**src/rtl/pnz_pkg.sv**
```systemverilog
// Shared constants, types and functions of the 2D gradient noise evaluator.
package pnz_pkg;

  // Number formats.
  localparam int COORD_FRAC_BITS = 16;
  localparam int ANGLE_BITS      = 10;
  localparam int OUT_FRAC_BITS   = 14;
  localparam int HASH_W          = 32;
  localparam int GRAD_W          = 16;
  localparam int OFS_W           = COORD_FRAC_BITS + 2;
  localparam int DOT_W           = 20;
  localparam int WGT_W           = 18;
  localparam int OUT_W           = 16;
  localparam int CFG_IDX_W       = 2;
  localparam int QUAD_BITS       = ANGLE_BITS - 2;
  localparam int GRAD_DEPTH      = 1 << QUAD_BITS;

  // Reset values of the hash multipliers.
  localparam logic [HASH_W-1:0] MULT_A_RESET = 32'd3284157443;
  localparam logic [HASH_W-1:0] MULT_B_RESET = 32'd1911520717;
  localparam logic [HASH_W-1:0] MULT_C_RESET = 32'd2048419325;

  // Rotation constants, evaluated at elaboration only.
  localparam int    CORDIC_STEPS = 16;
  localparam longint CORDIC_GAIN = 64'd652032874;
  localparam longint ARC_TBL [CORDIC_STEPS] = '{
    536870912, 316933405, 167458907, 85004756, 42667331, 21354465,
    10680862, 5340245, 2670163, 1335087, 667544, 333772,
    166886, 83443, 41722, 20861
  };

  typedef logic [ANGLE_BITS-1:0]       angle_t;
  typedef logic signed [GRAD_W-1:0]    grad_t;
  typedef logic signed [OFS_W-1:0]     ofs_t;
  typedef logic signed [DOT_W-1:0]     dot_t;
  typedef logic signed [WGT_W-1:0]     wgt_t;
  typedef logic [COORD_FRAC_BITS-1:0]  frac_t;
  typedef logic [GRAD_DEPTH-1:0][2*GRAD_W-1:0] grad_tbl_t;

  // Configuration register indexes.
  typedef enum logic [CFG_IDX_W-1:0] {
    CFG_MULT_A = 2'd0,
    CFG_MULT_B = 2'd1,
    CFG_MULT_C = 2'd2
  } cfg_idx_e;

  // Gradient quadrants.
  typedef enum logic [1:0] {
    QUAD_0 = 2'd0,
    QUAD_1 = 2'd1,
    QUAD_2 = 2'd2,
    QUAD_3 = 2'd3
  } quad_e;

  // Swap the two 16-bit halves of a word.
  function automatic logic [HASH_W-1:0] rot16(input logic [HASH_W-1:0] v);
    return {v[15:0], v[31:16]};
  endfunction

  // Clamp a rounded rotation result to the unit range in Q14.
  function automatic longint clamp_unit(input longint v);
    longint r;
    r = v;
    if (r > 16384) r = 16384;
    if (r < -16384) r = -16384;
    return r;
  endfunction

  // Cosine and sine in Q14 of an angle within the first quadrant.
  function automatic logic [2*GRAD_W-1:0] cordic_cs(input int unsigned r);
    longint z, cx, cy, nx, ny, c, s;
    z  = longint'(r) << (32 - ANGLE_BITS);
    cx = CORDIC_GAIN;
    cy = 0;
    for (int i = 0; i < CORDIC_STEPS; i++) begin
      if (z >= 0) begin
        nx = cx - (cy >>> i);
        ny = cy + (cx >>> i);
        z  = z - ARC_TBL[i];
      end else begin
        nx = cx + (cy >>> i);
        ny = cy - (cx >>> i);
        z  = z + ARC_TBL[i];
      end
      cx = nx;
      cy = ny;
    end
    c = clamp_unit((cx + 32768) >>> 16);
    s = clamp_unit((cy + 32768) >>> 16);
    return {c[GRAD_W-1:0], s[GRAD_W-1:0]};
  endfunction

  // Full quadrant table of gradient components, built at elaboration.
  function automatic grad_tbl_t build_grad_tbl();
    grad_tbl_t t;
    for (int k = 0; k < GRAD_DEPTH; k++) begin
      t[k] = cordic_cs(k);
    end
    return t;
  endfunction

  localparam grad_tbl_t GRAD_TBL = build_grad_tbl();

  // Bring a coordinate fraction to Q16.
  function automatic logic [15:0] frac_to_q16(input frac_t f);
    logic [47:0] w;
    w = 48'(f);
    if (COORD_FRAC_BITS >= 16) w = w >> (COORD_FRAC_BITS - 16);
    else w = w << (16 - COORD_FRAC_BITS);
    return w[15:0];
  endfunction

endpackage

```
**src/rtl/pnz_fade.sv**
```systemverilog
// Quintic fade weight pipeline, four register stages, result in Q16.
module pnz_fade (
  input  logic           clk_i,
  input  logic           en_i,
  input  pnz_pkg::frac_t frac_i,
  output pnz_pkg::wgt_t  w_o
);
  import pnz_pkg::*;

  logic [15:0]        s_d;
  logic [15:0]        s1_q;
  logic [31:0]        ss_q;
  logic signed [23:0] t0_q;
  logic signed [47:0] st_q;
  logic [31:0]        u1_q;
  logic signed [23:0] t_q;
  logic [15:0]        u_q;
  wgt_t               w_q;
  logic signed [47:0] prod;

  assign s_d = frac_to_q16(frac_i);

  // Square and the linear term 6s - 15.
  always_ff @(posedge clk_i) begin
    if (en_i) begin
      s1_q <= s_d;
      ss_q <= s_d * s_d;
      t0_q <= $signed({8'b0, s_d}) * 24'sd6 - 24'sd983040;
    end
  end

  // s * t and the cube.
  always_ff @(posedge clk_i) begin
    if (en_i) begin
      st_q <= $signed({1'b0, s1_q}) * t0_q;
      u1_q <= ss_q[31:16] * s1_q;
    end
  end

  // Quadratic factor plus ten, and the cube in Q16.
  always_ff @(posedge clk_i) begin
    if (en_i) begin
      t_q <= 24'((st_q >>> 16) + 48'sd655360);
      u_q <= u1_q[31:16];
    end
  end

  // Final weight.
  assign prod = $signed({1'b0, u_q}) * t_q;

  always_ff @(posedge clk_i) begin
    if (en_i) begin
      w_q <= WGT_W'(prod >>> 16);
    end
  end

  assign w_o = w_q;

endmodule

```
**config.mk**
```make
export PLATFORM = sky130hd
export DESIGN_NAME = pnz_fade
export DESIGN_NICKNAME = d
export VERILOG_FILES = /design/src/rtl/pnz_pkg.sv /design/src/rtl/pnz_fade.sv
export SDC_FILE = /design/constraint.sdc
export NUM_CORES = 2
export LEC_CHECK = 0
export BUFFER_PORTS_ARGS = -buffer_cell sky130_fd_sc_hd__buf_2
export CORE_ASPECT_RATIO = 1.5
export CORE_UTILIZATION = 55
export CTS_BUF_LIST = sky130_fd_sc_hd__clkbuf_16
export DETAILED_ROUTE_END_ITERATION = 6
export PLACE_DENSITY = 0.71
export SYNTH_ARGS = -nofsm -noshare
export SYNTH_HDL_FRONTEND = slang
export SYNTH_SLANG_ARGS = --single-unit
```
**constraint.sdc**
```tcl
create_clock -name clk_i -period 6.88 [get_ports clk_i]
set_input_delay 0.688 -clock clk_i [delete_from_list [all_inputs] [get_ports clk_i]]
set_output_delay 0.688 -clock clk_i [all_outputs]
set_load 0.005 [all_outputs]
```
* After elaboration in Yosys (flattened, before gate mapping) *
Index checks and enable logic that the tools add are counted.

word-level totals
  register bits = 197
  input bits = 18
  output and inout port bits = 18
  word-level logic and storage cells = 15

cells by class
  add/subtract/negate cells = 2
  multiply operators = 5

operator list
  cell                    count
  $mul 16x16->32          2
  $mul 17x21->38          1
  $mul 17x24->34          1
  $add 22x21->23 const B  1
  $sub 19x20->21 const B  1
  $mul 16x2->18 const B   1

* Depth between registers and ports, before layout *
  word-level depth = 2
  mapped depth = 25
  mapped depth without buffers = 24

* Least setup slack after synthesis *
Ideal clock, no wire load.

  path kind = register to register
  from = register s1_q[2]
  to = register st_q[33], data pin
  data arrival time = 6.010 ns
  data required time = 6.621 ns
  setup slack = 0.611 ns
  stages on the path, launching flop included = 23
  path buffers = 2
  path through = edfxtp_1 > clkbuf_1 > clkbuf_1 > nand2_1 > fa_1 > fa_1 > fa_1 > inv_1 > fa_1 > fa_1 > inv_1 > fa_1 > inv_1 > ha_1 > a21o_1 > a21o_1 > a21o_1 > a21oi_1 > and2b_4 > a2111oi_4 > nor3b_1 > a41oi_1 > xnor2_1

between the ends
  word-level cells in the longest chain between the ends = 1

ends and longest elaborated chain
  what                      line            RTL
  start: declaration        pnz_fade.sv:11  logic [15:0] s1_q;
  start signal: assignment  pnz_fade.sv:26  s1_q <= s_d;
  $mul 17x21->38            pnz_fade.sv:35  st_q <= $signed({1'b0, s1_q}) * t0_q;
  end signal: assignment    pnz_fade.sv:35
  end: declaration          pnz_fade.sv:14  logic signed [47:0] st_q;

No other way between the ends.
A chain may end at the register's enable or synchronous reset.

* Worst setup path in the final report *
  from = register t0_q[12]
  to = register, netlist name st_q[37]

between the ends
  word-level cells in the longest chain between the ends = 1

ends and longest elaborated chain
  what                      line            RTL
  start: declaration        pnz_fade.sv:13  logic signed [23:0] t0_q;
  start signal: assignment  pnz_fade.sv:28  t0_q <= $signed({8'b0, s_d}) * 24'sd6 - 24'sd983040;
  $mul 17x21->38            pnz_fade.sv:35

No other way between the ends.

==> key figures <==
Floorplan
  – CORE AREA: 76500 um2
  – Die X: 229 um
  – Die Span Y: 343 um
  – # rows: 124
  – Initial Utilization: 0.557
  – # IOs: 36
  – Die ar.: 78500 um2

Synthesis
  – Yosys Warn Count: 0
  – Post-synthesis sequential area ratio: 0.102
  – Syn nets: 5842
  – Syn Area/Cell: 9.61 um2
  – Post-Synthesis Cells: 4432
  – EDFF count, synth: 145
  – Post-Syn Area: 42600 um2
  – Main synth FF type: edfxtp_1
  – Distinct cell type count after synthesis: 64
  – Yosys reg bits: 145
  – Post-synthesis async set-or-reset flop share: 0

Timing
  – Fin Setup TNS: 0 ns
  – Final Cycle Share: 0.964
  – Final setup vio count: 0
  – Max Clk Rate: 151 MHz
  – Min Tclk post-route: 6.64 ns
  – Hold Fails Final Rpt: 0
  – Worst slew pin tran: 0.961 ns
  – Fin worst setup slack: 0.244 ns
  – Max-slew violations: 0
  – RSZ-0062 raised after global routing: no
  – Clk_skew: 0.0189 ns
  – Rel. slew slack: 0.359

Routing
  – Post-DR wirelength/cell: 17.8 um
  – Vias per Instance: 5.29
  – Routed WL: 97.5 mm
  – DRC Markers: 0
  – Vias: 29000
  – DRT antenna net count: 0
  – Initial DRT Pass Iterations: 7
  – Initial DRC count: 1244

Setup path
  – Critical path class: flop to flop
  – CP max FO: 16
  – Worst reg-to-reg setup slack: 0.24 ns
  – Worst setup EP type: flop
  – Worst path required time: 7.20 ns
  – Worst setup SP type: flop
  – Arrival time worst endpoint: 6.96 ns

Finish
  – Layout area overhead: 5.96%
  – ANT cells: 0
  – Most frequent cells in the layout: inv_1, fa_1, nand2_1
  – Commonest non-fill, non-tap cell in the layout: inv_1
  – Layout cells sized above 1: 0.0525
  – Fin cells: 5481
  – Finished Core Util: 0.590
  – Nets: 5870

Global routing
  – Global Route Usage Sum: 0.264
  – First-pass GRT wire length: 162 mm
  – Antenna violations before repair: 0
  – Grt ovf: 0
  – Vias in the first global route: 32800
  – Largest net degree at the start of global routing: 96

Placement
  – Worst slack, placed: 0.0694 ns
  – Number of port buffers: 35
  – Placed Cells: 5442
  – Final HPWL from detailed placement: 83.4 mm
  – GPL Wtd Cong: 0.899

Clocking
  – Worst-Skew Late Latency: 0.50 ns
  – Clk buf depth: 2
  – Inserted Clock Buffers: 17
  – Worst-path clk slew: 0.07 ns
  – Htree depth: 4
  – Root buffer cell: clkbuf_16
  – Sink Count: 145
  – CTS tree: done

Run
  – Max-cap viol count: 0

Hold path
  – Hold Path Class: flop to flop

Outcome
  – Status: completed
[path summary, 6_finish.rpt]
check,from,to,depth (start not counted)
max,t0_q[12],st_q[37],20
max reg2reg,t0_q[12],st_q[37],20
min reg2reg,st_q[25],t_q[9],0
min,st_q[25],t_q[9],0
[cell families (layout without fill, tap and decap cells)]
group,Yosys count,after routing,share of synthesized area
multiplexers,3,3,0.000852
AO/OA/AOI/OAI,208,208,0.0340
buffers and inverters,1365,1406,0.120
flip-flops,145,145,0.102
XOR/XNOR,117,117,0.0241
AND/OR/NAND/NOR,1202,1202,0.135
adder cells (fa/ha/maj),1392,1392,0.583
[synthesized netlist by cell type (all sizes together) (2+ instances only)]
cell type | count | area [um2]
inv | 1201 | 4510
fa | 988 | 19800
nand2 | 624 | 2340
ha | 404 | 5050
and2 | 402 | 2510
clkbuf | 163 | 612
edfxtp | 145 | 4350
xnor2 | 91 | 797
nor2 | 75 | 282
a21oi | 68 | 344
o21ai | 37 | 200
xor2 | 26 | 228
a21o | 22 | 166
nand3 | 19 | 95.1
o21a | 15 | 113
nor3 | 14 | 70.1
and3 | 12 | 75.1
a211oi | 10 | 80.1
nand2b | 9 | 56.3
nand4 | 9 | 56.3
or2 | 8 | 50.1
or3 | 8 | 50.1
nor4 | 7 | 43.8
o31ai | 7 | 57.6
o21bai | 6 | 45.0
a31oi | 5 | 31.3
nor2b | 5 | 31.3
nor3b | 5 | 42.5
o211ai | 5 | 37.5
a2111oi | 4 | 91.3
o22ai | 4 | 25.0
a21boi | 3 | 22.5
a31o | 3 | 26.3
o211a | 3 | 30.0
o41ai | 3 | 41.3
mux2 | 2 | 26.3
o221ai | 2 | 17.5
or4 | 2 | 15.0
[stage by stage]
step	area, um2	hold WS [ns]
after floorplan	42600	0.400
after global placement	44500	0.401
after detailed placement	44500	0.405
after CTS	45000	0.411
after global routing	45100	0.422
final	45100	0.410
[layout make-up]
| type | instances | area, um2 |
|---|---|---|
| clock inverter | 15 | 136 |
| clock buffer | 17 | 425 |
| multi-input combinational | 2922 | 33100 |
| tap | 1008 | 1260 |
| fill | 6573 | 31400 |
| sequential | 145 | 4350 |
| inverter | 1202 | 4510 |
| timing repair buffer | 172 | 1310 |
[worst max-delay path: stages, from the launching register on]
cell and delay (ns):
edfxtp_1 0.86, nand2_1 0.15, fa_1 0.51, inv_1 0.05
fa_1 0.49, fa_1 0.57, fa_1 0.43, fa_1 0.49
inv_1 0.05, fa_1 0.47, inv_1 0.04, ha_1 0.34
a21o_1 0.19, a21o_1 0.17, a21o_1 0.17, a21oi_1 0.14
and2b_4 0.22, a2111oi_4 0.50, o21ai_2 0.20, o2111a_1 0.29
a211oi_2 0.15
[timing repair]
| action | CTS | global route |
|---|---|---|
| buffers inserted | 0 | 7 |
| hold buffers | 0 | 0 |
| endpoints found under the setup margin | 0 | 5 |
| resized for setup | 0 | 2 |
[routing by layer]
layer  track usage  up-vias  routed length (um)
met2         0.517      786               54300
met5             0        -                   0
met4         0.139        0                5260
met1         0.272    15000               34100
li1              -    13000                   -
met3        0.0293      280                3800
[flip-flops by register name, indices dropped and copies added (netlist names)]
signal / flops
t0_q: 18
u1_q: 16
ss_q: 16
w_o: 18
t_q: 23
st_q: 22
s1_q: 16
u_q: 16
Power is not shown: default switching activity piles up to over one toggle a cycle in this logic, so the estimate is an artifact.
